==> src/hdl/skrt_pkg.sv <==
`default_nettype none

package skrt_pkg;

  localparam int DEPTH_DEFAULT = 64;

  localparam int OP_W     = 3;
  localparam int KEY_W    = 10;
  localparam int AGE_W    = 8;
  localparam int POINTS_W = 16;
  localparam int SPENT_W  = 16;
  localparam int CAP_W    = 7;
  localparam int STATUS_W = 3;
  localparam int POS_W    = 7;
  localparam int TOTAL_W  = 7;

  localparam int S_DATA_W = 40;
  localparam int M_DATA_W = 64;

  localparam logic [CAP_W-1:0] CAP_RESET = 7'd64;

  localparam logic [OP_W-1:0] OP_LOOKUP     = 3'd0;
  localparam logic [OP_W-1:0] OP_INSERT     = 3'd1;
  localparam logic [OP_W-1:0] OP_DELETE     = 3'd2;
  localparam logic [OP_W-1:0] OP_ADD_POINTS = 3'd3;
  localparam logic [OP_W-1:0] OP_SET_ACTIVE = 3'd4;

  localparam logic [STATUS_W-1:0] ST_OK        = 3'd0;
  localparam logic [STATUS_W-1:0] ST_NOT_FOUND = 3'd1;
  localparam logic [STATUS_W-1:0] ST_EXISTS    = 3'd2;
  localparam logic [STATUS_W-1:0] ST_FULL      = 3'd3;
  localparam logic [STATUS_W-1:0] ST_BAD_KEY   = 3'd4;
  localparam logic [STATUS_W-1:0] ST_BAD_VALUE = 3'd5;

  typedef enum logic [1:0] {
    IDLE,
    COMPARE,
    EXECUTE
  } state_t;

  typedef enum logic [2:0] {
    CELL_HOLD,
    CELL_INSERT,
    CELL_DELETE,
    CELL_SET_POINTS,
    CELL_SET_ACTIVE
  } cell_op_t;

  typedef struct packed {
    logic [KEY_W-1:0]    key;
    logic [AGE_W-1:0]    age;
    logic [POINTS_W-1:0] points;
    logic                active;
    logic [SPENT_W-1:0]  spent;
    logic                visited;
  } rec_t;

  typedef struct packed {
    cell_op_t op;
    rec_t     data;
  } cell_cmd_t;

endpackage

`default_nettype wire

==> src/hdl/skrt_cell.sv <==
`default_nettype none

module skrt_cell #(
  parameter int DEPTH = skrt_pkg::DEPTH_DEFAULT,
  parameter int IDX   = 0
) (
  input  wire logic                       clk,
  input  wire logic                       rst,
  input  wire logic                       compare,
  input  wire logic [skrt_pkg::KEY_W-1:0] key,
  input  wire logic [$clog2(DEPTH+1)-1:0] count,
  input  wire logic                       left_lt,
  input  wire skrt_pkg::rec_t             left_rec,
  input  wire skrt_pkg::rec_t             right_rec,
  input  wire skrt_pkg::cell_cmd_t        cmd,
  output skrt_pkg::rec_t                  rec,
  output logic                            lt,
  output logic                            at,
  output logic                            eq,
  output skrt_pkg::rec_t                  rd_rec
);

  localparam int CNT_W = $clog2(DEPTH + 1);

  logic in_range;
  logic after;

  assign in_range = count > CNT_W'(IDX);
  assign at       = left_lt & ~lt;
  assign after    = ~left_lt & ~lt;
  assign rd_rec   = at ? rec : '0;

  always_ff @(posedge clk) begin
    if (rst) begin
      lt <= 1'b0;
      eq <= 1'b0;
    end else if (compare) begin
      lt <= in_range && (rec.key < key);
      eq <= in_range && (rec.key == key);
    end
  end

  always_ff @(posedge clk) begin
    case (cmd.op)
      skrt_pkg::CELL_INSERT: begin
        if (at) begin
          rec <= cmd.data;
        end else if (after) begin
          rec <= left_rec;
        end
      end
      skrt_pkg::CELL_DELETE: begin
        if (at || after) begin
          rec <= right_rec;
        end
      end
      skrt_pkg::CELL_SET_POINTS: begin
        if (at) begin
          rec.points <= cmd.data.points;
        end
      end
      skrt_pkg::CELL_SET_ACTIVE: begin
        if (at) begin
          rec.active <= cmd.data.active;
        end
      end
      default: begin
        rec <= rec;
      end
    endcase
  end

endmodule

`default_nettype wire

==> config.mk <==
export PLATFORM = sky130hd
export DESIGN_NAME = skrt_cell
export DESIGN_NICKNAME = d
export VERILOG_FILES = /design/src/hdl/skrt_pkg.sv /design/src/hdl/skrt_cell.sv
export SDC_FILE = /design/constraint.sdc
export NUM_CORES = 1
export LEC_CHECK = 0
export ABC_AREA = 1
export ABC_CLOCK_PERIOD_IN_PS = 2600
export BUFFER_PORTS_ARGS = -buffer_cell sky130_fd_sc_hd__buf_2
export CAP_MARGIN = 20
export CELL_PAD_IN_SITES_DETAIL_PLACEMENT = 0
export CELL_PAD_IN_SITES_GLOBAL_PLACEMENT = 1
export CORE_ASPECT_RATIO = 1.2
export CORE_MARGIN = 2
export CORE_UTILIZATION = 24
export CTS_BUF_LIST = sky130_fd_sc_hd__clkbuf_4 sky130_fd_sc_hd__clkbuf_8 sky130_fd_sc_hd__clkbuf_16
export CTS_CLUSTER_DIAMETER = 150
export DETAILED_ROUTE_END_ITERATION = 16
export GPL_TIMING_DRIVEN = 0
export MAX_ROUTING_LAYER = met4
export PLACE_DENSITY = 0.76
export SLEW_MARGIN = 40
export SYNTH_ARGS = -nofsm -noshare
export SYNTH_HDL_FRONTEND = slang
export SYNTH_SLANG_ARGS = --single-unit
==> constraint.sdc <==
create_clock -name clk -period 2.6 [get_ports clk]
set_input_delay 0.13 -clock clk [delete_from_list [all_inputs] [get_ports clk]]
set_output_delay 0.13 -clock clk [all_outputs]
set_load 0.02 [all_outputs]
Yosys cells after proc, flatten, opt, wreduce, memory -nomap -nowiden --
Cells that the tools add are included.
Storage, ports and cells: register bits after elaboration 54, bits of input ports 180
Cells by class: $lt $le $gt $ge 2, eq/ne operators 9, mux-type cells 10, bitwise gates (word level) 4, reduce and logical (&&, ||, !) cells 9
Operator list (count):
- $mux 52 | 4
- $pmux 16 s3 | 1
- $pmux 18 s2 | 1
- $pmux 17 s2 | 1
- $mux 16 | 1
- $eq 10x10->1 | 1
- $lt 10x10->1 | 1
- $reduce_and 4->1 | 2
- $gt 7x1->1 const B | 1
- $eq 3x2->1 const B | 2
- $ne 2x2->1 const B | 3
- $reduce_bool 3->1 | 2
- $eq 3x1->1 const B | 1
- $eq 3x3->1 const B | 1
- $ne 3x3->1 const B | 1
- $pmux 1 s3 | 1
- $reduce_and 3->1 | 1
- $and 1x1->1 | 2
- $logic_and 1x1->1 | 2
- $not 1->1 | 2
- $reduce_bool 2->1 | 1
- $logic_or 1x1->1 | 1
- $mux 1 | 1

Depth between registers and ports, before layout --
depth after elaboration 5, mapped depth 9

Worst setup path after synthesis --
No wires, ideal clock.
path type input -> register, start in cmd[53] (netlist name), end reg rec[0] (netlist name) (enable), setup time 0.427 ns, arrival time 2.028 ns, data required time 2.173 ns, path slack 0.145 ns, stages 6, buffers on the path 0, path through inv_2 > nor2_8 > nand2_4 > nand2_1 > inv_1 > nor2_1
On the way: word-level cells in the longest chain between the ends 3, elaborated cells on any way between the ends 6
Ends and longest elaborated chain:
- start: declaration | RTL line skrt_cell.sv:15 | input wire skrt_pkg::cell_cmd_t cmd,
- $eq 3x1->1 or $eq 3x2->1 (tied branches) | RTL line skrt_cell.sv:44 | case (cmd.op)
- $ne 3x3->1 (no source line), or another cell as far along
- $reduce_and 3->1 (no source line) *
- end signal: assignment | RTL line skrt_cell.sv:47 | rec <= cmd.data;
- end signal: assignment | RTL line skrt_cell.sv:49 | rec <= left_rec;
- end signal: assignment | RTL line skrt_cell.sv:54 | rec <= right_rec;
- end: declaration | RTL line skrt_cell.sv:16 | output skrt_pkg::rec_t rec,
Every way passes the cells marked *; elsewhere a longest branch is shown, timed or not. A chain may end at the register's enable or synchronous reset.

Final worst setup path --
start reg lt, end reg rec[30] (netlist name) (enable)
On the way: word-level cells in the longest chain between the ends 5, elaborated cells on any way between the ends 8
Ends and longest elaborated chain:
- start: declaration | RTL line skrt_cell.sv:17 | output logic lt,
- start signal: assignment | RTL line skrt_cell.sv:38 | lt <= in_range && (rec.key < key);
- $not 1->1 * | RTL line skrt_cell.sv:29, skrt_cell.sv:30
- $and 1x1->1 (on tied branches) | RTL line skrt_cell.sv:29, skrt_cell.sv:30
- $logic_or 1x1->1 | RTL line skrt_cell.sv:53 | if (at || after) begin
- $ne 2x2->1 (no source line)
- $reduce_and 4->1 (no source line) *
- end signal: assignment | RTL line skrt_cell.sv:49
- end signal: assignment | RTL line skrt_cell.sv:54
- end signal: assignment | RTL line skrt_cell.sv:68 | rec <= rec;
Marked as above.

==> flow_summary.rst <==
.. list-table::
   :header-rows: 1

   * - Metric
     - Value
   * - Run status
     - complete, no violations
   * - Min Clock Period, post-route
     - 2120 ps
   * - Total wirelength of the detailed-routed design
     - around 15000 um
   * - Critical path start-end classification
     - reg2reg
   * - Final Non-Filler Cells
     - 990
   * - Vias in the first global route
     - 4094
   * - Clock transition at path regs
     - 70 ps
   * - Worst slack on hold paths
     - 29.9 ps
   * - Share of layout cells above drive strength 1
     - 42.5%
   * - Maximum vdd ir drop
     - 0.258 mV
   * - Number of diodes added for antenna fixing
     - 0
   * - Post-DP HPWL
     - 11800 um
   * - Unrepaired setup endpoints after global routing
     - false
   * - Clock tree from TritonCTS
     - done
   * - Number of maximum-capacitance constraint violations
     - 0
   * - Total global routing track utilization
     - 17.8%
   * - Setup violators final
     - 0
   * - Ys async rst share
     - 0%
   * - Die height
     - 139 um
   * - Post-Synthesis Net Count
     - 681
   * - Hold WC Path Type
     - in2reg
   * - Fraction of post-synthesis cell area in the top cell type by area
     - a little over two fifths
   * - Endpoint arrival time on the critical path
     - about 2100 ps
   * - Global-route wire length before repair
     - 21500 um
   * - Warnings, synthesis
     - 0
   * - Site row count
     - 49
   * - Number of sinks handled by clock tree synthesis
     - 54
   * - DRC violations left
     - 0
   * - Rel. slew slack
     - a little under three fifths
   * - Remaining antenna violation count
     - 0
   * - Number of storage elements in the synthesis netlist
     - 54
   * - Number of hold buffers added after CTS
     - 0
   * - Number of instances in the synthesized netlist
     - 491
   * - Final Wtd Congestion
     - roughly 0.83
   * - Power Dens Cells
     - 459 nW/um2
   * - Cell type with the largest total area after synthesis
     - sky130_fd_sc_hd__edfxtp_1
   * - Clock Tree Buf Depth
     - 2
   * - Buffers inserted during post-CTS setup optimization
     - 0
   * - Element type at the critical path start
     - register
   * - Endpoint type of the worst setup path
     - register
   * - Number of synthesized flops with an enable pin
     - 52
   * - Static leakage
     - between 2 and 3 nW
   * - CTS Root Buffer Type
     - sky130_fd_sc_hd__clkbuf_16
   * - Period Utilization, post-route
     - approximately 81%
   * - Clock latency reported for the late side of the worst-skew pair
     - 290 ps
   * - Final instance area
     - 5560 um2
   * - CP required
     - 2610 ps
   * - Utilization after layout
     - 37.1%
   * - Post-DR vias/cell
     - 4.33
   * - Antenna violations before repair
     - 0
   * - Largest cells by area after synthesis
     - sky130_fd_sc_hd__edfxtp_1 43%, sky130_fd_sc_hd__nor2_1 12%, sky130_fd_sc_hd__nand2_1 11%
   * - Number of clock buffers inserted by TritonCTS
     - 5
   * - Initial core utilization
     - 24.4%
   * - First drt pass iteration count
     - 4
   * - Share of the yosys chip area belonging to registers
     - 43.9%
   * - Die Width
     - between 100 and 150 um
   * - Die Footprint
     - 16200 um2
   * - Final count of hold timing violations
     - 0
   * - Worst-case clock skew
     - 9.31 ps
   * - Area grow syn2layout
     - 52.2%
   * - Largest fanout on the critical path
     - 10
   * - Dpl cells
     - 984
   * - Post-cts resize count
     - 0
   * - Worst-Margin Slew
     - 666 ps
   * - Placeable core region
     - 15000 um2
   * - Area of placed instances
     - roughly 5400 um2
   * - Maximum frequency from static timing analysis
     - 0.473 GHz
   * - Largest net degree at the start of global routing
     - 19
   * - Number of top-level design ports
     - 287
   * - Average routed wire per standard cell
     - 14.8 um
   * - Most used flip-flop cell after synthesis
     - sky130_fd_sc_hd__edfxtp_1
   * - Remaining Overflow, GRT
     - 0
   * - Total vias in the final route
     - 4285
   * - Nets@finish
     - 977
   * - Post-synthesis instance area
     - 3650 um2
   * - Number of distinct library cells after synthesis
     - 27
   * - Port Buf Inserts
     - 286
   * - Iteration-0 DRC count of the detailed router
     - 177
   * - Synthesized area divided by synthesized cell count
     - 7.44 um2
   * - Htree depth
     - 2
   * - Max-slew violations
     - 0
[sequential cells by signal, summed over array words and instances, names as in the netlist]
name  count
eq        1
lt        1
rec      52
[synthesized netlist by cell type (2+ instances only)]
| cell type | count |
|---|---|
| sky130_fd_sc_hd__edfxtp_1 | 52 |
| sky130_fd_sc_hd__dfxtp_1 | 2 |
| sky130_fd_sc_hd__a21oi_1 | 5 |
| sky130_fd_sc_hd__ha_1 | 10 |
| sky130_fd_sc_hd__inv_2 | 4 |
| sky130_fd_sc_hd__nand3_1 | 21 |
| sky130_fd_sc_hd__buf_2 | 18 |
| sky130_fd_sc_hd__o211ai_2 | 6 |
| sky130_fd_sc_hd__a31oi_1 | 35 |
| sky130_fd_sc_hd__clkbuf_2 | 2 |
| sky130_fd_sc_hd__o21ai_0 | 16 |
| sky130_fd_sc_hd__inv_1 | 70 |
| sky130_fd_sc_hd__o211ai_1 | 10 |
| sky130_fd_sc_hd__o22ai_1 | 2 |
| sky130_fd_sc_hd__nand2_1 | 107 |
| sky130_fd_sc_hd__o21bai_1 | 3 |
| sky130_fd_sc_hd__nor2_1 | 112 |
| sky130_fd_sc_hd__buf_4 | 3 |
| sky130_fd_sc_hd__clkbuf_1 | 5 |
[cell usage in the layout (no fill, tap or decap), drive strengths merged, types with 2 or more instances in the layout]
cell	synthesis	layout
o21ai	16	16
o211ai	16	16
dfxtp	2	2
o22ai	2	2
ha	10	10
a21oi	5	5
o21bai	3	3
nand3	21	21
clkbuf	7	12
edfxtp	52	52
inv	75	75
nor2	113	113
buf	21	310
a31oi	35	35
nand2	109	109
[area by class of cell]
type / count / area [um2]
Clock inverter: 1 / 3.75
Fill cell: 1648 / 9400
Buffer: 28 / 141
Inverter: 75 / 284
Multi-Input combinational cell: 334 / 1640
Tap cell: 204 / 255
Timing Repair Buffer: 289 / 1500
Sequential cell: 54 / 1600
Clock buffer: 5 / 125
[report_power, final]
group	internal [mW]	total [mW]	switching [mW]	leakage [nW]
sequential	1.05	1.08	0.0367	0.504
combinational	0.320	0.822	0.502	2.41
clock	0.344	0.644	0.300	0.0632
total	1.71	2.55	0.838	2.97
[cells by family (layout without fill, tap and decap cells)]
logic type	count (synthesis)	in the layout	synth area share [%]
buf+inv	103	398	11.7
fa+ha+maj	10	10	3.43
flops	54	54	43.9
simple gates	247	247	27.1
compound gates	77	77	13.9
[per-stage QoR]
step	setup WS, ps	total power [mW]	setup TNS (ps)
after floorplan	145	1.55	0
after global placement	-1160	1.91	-48130
after detailed placement	422	1.94	0
after CTS	408	2.60	0
after global routing	321	2.70	0
final	485	2.55	0
[metal layers]
layer	wire length, um	vias up	part of all wire [%]	GRT usage, %
met3	881	19	6.0	2.32
met1	5980	1894	41	21.3
met5	0	-	0	-
li1	-	2186	-	-
met2	7540	186	51	31.3
met4	272	0	1.9	4.27
[path summary, 6_finish.rpt]
| kind | from | end | slack (ps) | depth (start not counted) |
|---|---|---|---|---|
| min | rst | lt | 30 | 2 |
| min reg2reg | eq | eq | 540 | 2 |
| max | lt | rec[30] | 480 | 7 |
| max reg2reg | lt | rec[30] | 480 | 7 |
[worst max-delay path: stages, from the launching register on]
cell                      delay, ps
sky130_fd_sc_hd__dfxtp_1        390
sky130_fd_sc_hd__inv_2          150
sky130_fd_sc_hd__nand2_2        130
sky130_fd_sc_hd__inv_2          210
sky130_fd_sc_hd__buf_2          290
sky130_fd_sc_hd__o22ai_1        160
sky130_fd_sc_hd__a21oi_4        290
sky130_fd_sc_hd__buf_8          200
(Power assumes the default switching activity.)
